==> config.mk <==
export PLATFORM = sky130hd
export DESIGN_NAME = hmci_div
export DESIGN_NICKNAME = d
export VERILOG_FILES = /design/src/head_model_coefficient_interpolator_defines.svh /design/src/hmci_pkg.sv /design/src/hmci_div.sv
export SDC_FILE = /design/constraint.sdc
export NUM_CORES = 1
export LEC_CHECK = 0
export BUFFER_PORTS_ARGS = -buffer_cell sky130_fd_sc_hd__buf_2
export CAP_MARGIN = 30
export CORE_MARGIN = 4
export CORE_UTILIZATION = 50
export DETAILED_ROUTE_END_ITERATION = 8
export GPL_ROUTABILITY_DRIVEN = 0
export PLACE_DENSITY = 0.69
export SLEW_MARGIN = 25
export SYNTH_ARGS = -nofsm -noshare
export SYNTH_HDL_FRONTEND = slang
export SYNTH_SLANG_ARGS = --single-unit
==> constraint.sdc <==
create_clock -name clk -period 12.4 [get_ports clk]
set_input_delay 2.48 -clock clk [delete_from_list [all_inputs] [get_ports clk]]
set_output_delay 2.48 -clock clk [all_outputs]
set_load 0.02 [all_outputs]
==> src/head_model_coefficient_interpolator_defines.svh <==
// Assertion helpers shared by the interpolator RTL.
`ifndef HEAD_MODEL_COEFFICIENT_INTERPOLATOR_DEFINES_SVH
`define HEAD_MODEL_COEFFICIENT_INTERPOLATOR_DEFINES_SVH

// Consequent must hold in the same cycle as the antecedent.
`define HMCI_ASSERT_SAME(name, ante, cons, msg) \
    name: assert property (@(posedge clk) disable iff (!rst_n) (ante) |-> (cons)) \
        else $error(msg);

// Consequent must hold in the cycle after the antecedent.
`define HMCI_ASSERT_NEXT(name, ante, cons, msg) \
    name: assert property (@(posedge clk) disable iff (!rst_n) (ante) |=> (cons)) \
        else $error(msg);

`endif

==> src/hmci_pkg.sv <==
`timescale 1ns / 1ps

package hmci_pkg;

    // Datapath widths.
    localparam int ACC_W      = 51;   // numerator and denominator accumulators
    localparam int ADDR_W     = 8;    // flat table address before trimming
    localparam int ANGLE_STEP = 2560; // 10 degrees in Q8.8
    localparam int RECIP_5    = 205;  // ceil(1024 / 5) for a divide by five

    localparam logic signed [31:0] Q31_MAX = 32'sh7FFF_FFFF;
    localparam logic signed [31:0] Q31_MIN = 32'sh8000_0000;

    // Operation codes.
    localparam logic OP_WRITE = 1'b0;
    localparam logic OP_EVAL  = 1'b1;

    // Table codes.
    localparam logic [1:0] TBL_DC   = 2'd0;
    localparam logic [1:0] TBL_HIGH = 2'd1;
    localparam logic [1:0] TBL_CUT  = 2'd2;

    // Columns per row, angle included.
    localparam logic [2:0] COLS_GAIN = 3'd5;
    localparam logic [2:0] COLS_CUT  = 3'd6;

    // Status codes.
    localparam logic [1:0] STATUS_OK    = 2'd0;
    localparam logic [1:0] STATUS_CLAMP = 2'd1;
    localparam logic [1:0] STATUS_SAT   = 2'd2;

    // Multiplier operand for a coefficient term.
    typedef enum logic [1:0] {
        XSEL_P,
        XSEL_P2,
        XSEL_ONE
    } hmci_xsel_t;

    typedef struct packed {
        logic       to_den;
        hmci_xsel_t xsel;
    } hmci_role_t;

    typedef struct packed {
        logic              sat;
        logic signed [31:0] quot;
    } hmci_div_res_t;

    typedef enum logic [3:0] {
        S_IDLE,
        S_SQUARE,
        S_ROW,
        S_FETCH,
        S_DRAIN,
        S_DIV,
        S_DIV_WAIT,
        S_FRAC,
        S_FRAC_WAIT,
        S_MUL,
        S_SUM,
        S_DONE
    } hmci_state_t;

    typedef enum logic [1:0] {
        DIV_IDLE,
        DIV_CHECK,
        DIV_ITER,
        DIV_FINISH
    } hmci_div_state_t;

    // Where a coefficient column goes and what it multiplies.
    function automatic hmci_role_t col_role(input logic cut, input logic [2:0] col);
        hmci_role_t role;
        role = '{to_den: 1'b0, xsel: XSEL_ONE};
        if (cut) begin
            case (col)
                3'd1: role = '{to_den: 1'b0, xsel: XSEL_P2};
                3'd2: role = '{to_den: 1'b0, xsel: XSEL_P};
                3'd3: role = '{to_den: 1'b0, xsel: XSEL_ONE};
                3'd4: role = '{to_den: 1'b1, xsel: XSEL_P};
                3'd5: role = '{to_den: 1'b1, xsel: XSEL_ONE};
                default: role = '{to_den: 1'b0, xsel: XSEL_ONE};
            endcase
        end else begin
            case (col)
                3'd1: role = '{to_den: 1'b0, xsel: XSEL_P};
                3'd2: role = '{to_den: 1'b0, xsel: XSEL_ONE};
                3'd3: role = '{to_den: 1'b1, xsel: XSEL_P};
                3'd4: role = '{to_den: 1'b1, xsel: XSEL_ONE};
                default: role = '{to_den: 1'b0, xsel: XSEL_ONE};
            endcase
        end
        return role;
    endfunction

endpackage

==> src/hmci_div.sv <==
`timescale 1ns / 1ps

module hmci_div
    import hmci_pkg::*;
(
    input  logic                    clk,
    input  logic                    rst_n,
    input  logic                    start,
    input  logic signed [ACC_W-1:0] num,
    input  logic signed [ACC_W-1:0] den,
    output logic                    done,
    output hmci_div_res_t           res
);

    hmci_div_state_t  state_reg, state_next;
    logic [ACC_W-1:0] a_reg, a_next;
    logic [ACC_W-1:0] b_reg, b_next;
    logic             neg_reg, neg_next;
    logic             pos_reg, pos_next;
    logic [ACC_W-1:0] rem_reg, rem_next;
    logic [31:0]      sh_reg, sh_next;
    logic [31:0]      q_reg, q_next;
    logic [4:0]       cnt_reg, cnt_next;
    logic             done_reg, done_next;
    hmci_div_res_t    res_reg, res_next;

    logic [ACC_W:0]    trial;
    logic [ACC_W+15:0] a_wide;
    logic [ACC_W+15:0] b_wide;

    assign trial  = {rem_reg, sh_reg[31]};
    assign a_wide = {16'b0, a_reg};
    assign b_wide = {b_reg, 16'b0};

    // Sign handling, zero-divisor and overflow check, then one quotient bit per cycle.
    always_comb
    begin
        state_next = state_reg;
        a_next     = a_reg;
        b_next     = b_reg;
        neg_next   = neg_reg;
        pos_next   = pos_reg;
        rem_next   = rem_reg;
        sh_next    = sh_reg;
        q_next     = q_reg;
        cnt_next   = cnt_reg;
        done_next  = 1'b0;
        res_next   = res_reg;
        case (state_reg)
            DIV_IDLE:
            begin
                if (start)
                begin
                    a_next     = num[ACC_W-1] ? ACC_W'(-num) : ACC_W'(num);
                    b_next     = den[ACC_W-1] ? ACC_W'(-den) : ACC_W'(den);
                    neg_next   = num[ACC_W-1] ^ den[ACC_W-1];
                    pos_next   = !num[ACC_W-1];
                    state_next = DIV_CHECK;
                end
            end
            DIV_CHECK:
            begin
                if (b_reg == '0)
                begin
                    done_next     = 1'b1;
                    res_next.sat  = 1'b1;
                    res_next.quot = pos_reg ? Q31_MAX : Q31_MIN;
                    state_next    = DIV_IDLE;
                end else if (a_wide >= b_wide)
                begin
                    // Integer part would need more than 16 bits.
                    done_next     = 1'b1;
                    res_next.sat  = 1'b1;
                    res_next.quot = neg_reg ? Q31_MIN : Q31_MAX;
                    state_next    = DIV_IDLE;
                end else
                begin
                    rem_next   = ACC_W'(a_reg >> 16);
                    sh_next    = {a_reg[15:0], 16'b0};
                    q_next     = '0;
                    cnt_next   = 5'd31;
                    state_next = DIV_ITER;
                end
            end
            DIV_ITER:
            begin
                if (trial >= {1'b0, b_reg})
                begin
                    rem_next = ACC_W'(trial - {1'b0, b_reg});
                    q_next   = {q_reg[30:0], 1'b1};
                end else
                begin
                    rem_next = trial[ACC_W-1:0];
                    q_next   = {q_reg[30:0], 1'b0};
                end
                sh_next = {sh_reg[30:0], 1'b0};
                if (cnt_reg == '0)
                begin
                    state_next = DIV_FINISH;
                end else
                begin
                    cnt_next = cnt_reg - 5'd1;
                end
            end
            DIV_FINISH:
            begin
                done_next = 1'b1;
                if (!neg_reg)
                begin
                    res_next.sat  = q_reg[31];
                    res_next.quot = q_reg[31] ? Q31_MAX : $signed(q_reg);
                end else
                begin
                    res_next.sat  = (q_reg > 32'h8000_0000);
                    res_next.quot = (q_reg > 32'h8000_0000) ? Q31_MIN : $signed(-q_reg);
                end
                state_next = DIV_IDLE;
            end
            default:
            begin
                state_next = DIV_IDLE;
            end
        endcase
    end

    always_ff @(posedge clk or negedge rst_n)
    begin
        if (!rst_n)
        begin
            state_reg <= DIV_IDLE;
            done_reg  <= 1'b0;
        end else
        begin
            state_reg <= state_next;
            done_reg  <= done_next;
        end
    end

    always_ff @(posedge clk)
    begin
        a_reg   <= a_next;
        b_reg   <= b_next;
        neg_reg <= neg_next;
        pos_reg <= pos_next;
        rem_reg <= rem_next;
        sh_reg  <= sh_next;
        q_reg   <= q_next;
        cnt_reg <= cnt_next;
        res_reg <= res_next;
    end

    assign done = done_reg;
    assign res  = res_reg;

endmodule

==> impl_metrics.yaml <==
global_routing:
  grt_pass1_vias: 12490
  grt-ovfl-total: 0
  grt_max_degree: 90
  grt_antenna_before_repair: 12
  grt_pass1_wl_mm: 66.76
  grt_usage: 0.2313
power:
  p_leak_nw: 7.091
  cellPowerDensity_nw_per_um2: 250.4
  ir_drop_mv: 0.1346
cells_and_area:
  drive_gt1_frac: 0.1273
  fill_cells: 2806
  fin_area_sq_um: 18280
  syn_to_final_growth_pct: 12.71
  nets: 1958
critical_path:
  crit_arrival_ns: 6.15
  cp_cell_sequence: "buf_2 > inv_1 > ha_1 > nor3b_1 > nand3b_1 > or3_1 > nor2_1 > nand3_1 > or4_1 > or4_1 > o41ai_2 > xnor2_1"
  end_kind: "flop"
  rr_startpoint: "b_reg[19]$_DFFE_PP_"
  cp-startpoint: "num[0]"
  cpMaxStageDelayCell: "or4_1"
  worstSetupStartpointType: "input pin"
  crit_path_max_fanout: 6
  path_common_cell: "or4_1"
  worstReg2RegEnd: "rem_reg[27]$_DFFE_PP_"
  path_class: "input pin to flop"
  required_ns: 12.70
  rr_worst_depth: 12
  setup.worst_path.end: "a_reg[48]$_DFFE_PP_"
  rrSetupSlack_ns: 7.69
  critPathMaxStageDelay_ns: 0.62
routing:
  drt_iter0_markers: 1176
  vias: 13250
  routedWlPerCell_microns: 18.87
  ant_nets: 0
  drtPass1Iterations: 6
  drc: 0
  routed_wirelength_mm: 41.95
  via_per_inst: 5.960
clocking:
  cts-root-buf: "clkbuf_16"
  cts_hold_buf: 0
  cts_made_buffers: 28
  cts_resized: 0
  post_cts_buffers: 0
  cts_tree: "yes"
  path_clk_slew_ns: 0.06
  htreeDepth: 1
  clkSinkCount: 244
  cts_buffer_depth: 3
  insertion_delay_ns: 0.57
synth:
  synthAdderAreaFrac: 0.07067
  synth_top_area_cell: "edfxtp_1"
  syn_area_per_cell_sq_um: 9.752
  synth-edff-count: 241
  yosys.area_share.simple: 0.1794
  synth_compound_area_frac: 0.1658
  synthesis.nets: 1859
  synthXorXnorAreaFrac: 0.07561
  muxShareOfSynthArea: 0.01913
  async_flop_share: 0.01230
  synth.distinct_cells: 63
  synth_top_area_frac: 0.4462
  ys_seq_area_frac: 0.4509
  syn_area_sq_um: 16220
  synth_area_leaders: "edfxtp_1, ha_1, xnor2_1"
  ys_seq_elements: 244
  synth_top_family_by_area: "simple AND/OR/NAND/NOR gates"
  synthCells: 1663
  yosys_warnings: 0
  ys.flop_type: "edfxtp_1"
timing:
  tightest_slew_ns: 0.9653
  rsz0062_at_grt: "no"
  drv_slew: 0
  fin_tns_setup_ns: 0
  finalCritPeriodShare: 0.4721
  fmaxAchievable_mhz: 170.8
  layout_min_cycle_time_ns: 5.855
  final_hold_viol_count: 0
  finalClockSkew_ns: 0.03102
  setup_viol: 0
  timing.slew.headroom: 0.3506
placed_design:
  dp_hpwl_mm: 31.35
  port-buffer-count: 138
  dpl_cell_area_sq_um: 17270
hold_path:
  min_path_type: "flop to flop"
die:
  io_pins: 139
  rows: 65
  die_area_sq_um: 35380
  core_sq_um: 31800
  die_height_microns: 188.1
  initial_utilization: 0.5100
  die_w_microns: 188.1
flow_run:
  cap_violations: 0
run_status:
  status: "completed"
[cells in the final DEF (no fill, tap or decap), types with 36 or more instances in the layout]
cell / instances
edfxtp_1: 241
nand2_1: 186
buf_2: 138
o21ai_0: 135
xnor2_1: 111
a21oi_1: 101
ha_1: 90
inv_1: 84
nor2_1: 78
nand3_1: 38
a21o_1: 36
o31ai_1: 36
and2_1: 36
[where the power goes]
group	switching, W	internal (W)
combinational	0.00135	0.000796
clock	0.000349	0.000542
sequential	0.000194	0.00135
[critical path: cells and delay by family]
kind            cells  cell delay, ns
simple gates        7            2.86
buf+inv             2            0.18
fa+ha+maj           1            0.16
compound gates      1            0.36
xor+xnor            1            0.10
[cells by family (layout without fill, tap and decap cells)]
logic type	after synthesis	count (layout)
flops	244	244
buf+inv	166	286
simple gates	563	563
mux	31	31
xor+xnor	140	140
compound gates	428	428
fa+ha+maj	91	91
other cells	0	5
[synth_stat cells, types with 6 or more instances]
master,n
edfxtp_1,241
nand2_1,186
o21ai_0,136
xnor2_1,111
a21oi_1,101
ha_1,90
inv_1,84
nor2_1,78
clkbuf_1,77
nand3_1,38
a21o_1,37
and2_1,36
o31ai_1,36
nor3_1,34
nand4_1,33
nor4_1,32
mux2i_1,31
xor2_1,29
or3_1,25
or4_1,18
nand2b_1,17
nor3b_1,17
a31oi_1,16
o41ai_1,15
a211oi_1,14
nor2b_1,12
o21bai_1,12
o21a_1,11
o211ai_1,9
or2_2,9
a221oi_1,6
and3_1,6
[per-layer routing]
| layer | global-route usage | routed length (microns) |
|---|---|---|
| met1 | 0.3353 | 18630 |
| met3 | 0.05566 | 3793 |
| met2 | 0.3524 | 18570 |
| met5 | 0 | 78 |
| met4 | 0.05562 | 887 |
[area by class of cell]
cell class                 count  area [sq um]  area share
tap                          435         544.3     0.02977
clock buffer                  30         708.2     0.03874
sequential                   244          7312      0.4000
multi-input combinational   1253          8310      0.4546
inverter                      85         319.1     0.01745
clock inverter                21         292.8     0.01602
timing repair buffer         150         780.7     0.04271
antenna                        5         12.51   0.0006845
[worst min path at each step]
| stage | start | end | slack (ns) | cells past startpoint |
|---|---|---|---|---|
| finish | sh_reg[23]$_DFFE_PP_ | sh_reg[24]$_DFFE_PP_ | 0.51 | 2 |
| floorplan | sh_reg[16]$_SDFFCE_PP0P_ | sh_reg[17]$_DFFE_PP_ | 0.48 | 2 |
| CTS | sh_reg[16]$_SDFFCE_PP0P_ | sh_reg[17]$_DFFE_PP_ | 0.51 | 2 |
| detailed placement | sh_reg[24]$_DFFE_PP_ | sh_reg[25]$_DFFE_PP_ | 0.50 | 2 |
| global route | sh_reg[23]$_DFFE_PP_ | sh_reg[24]$_DFFE_PP_ | 0.53 | 2 |
| global placement | sh_reg[21]$_DFFE_PP_ | sh_reg[22]$_DFFE_PP_ | 0.49 | 2 |
[stage by stage]
step	hold WS (ns)	power, W	utilization	setup slack (ns)	cells
finish	0.5118	0.004576	0.5749	6.545	2223
CTS	0.5141	0.004556	0.5745	6.579	2218
global placement	0.4947	0.003607	0.5430	6.189	2167
floorplan	0.4836	0.003111	-	1.690	1663
detailed placement	0.4958	0.003651	0.5430	6.021	2167
global route	0.5254	0.004903	0.5748	6.329	2222
Power figures use the tool's default switching activity.
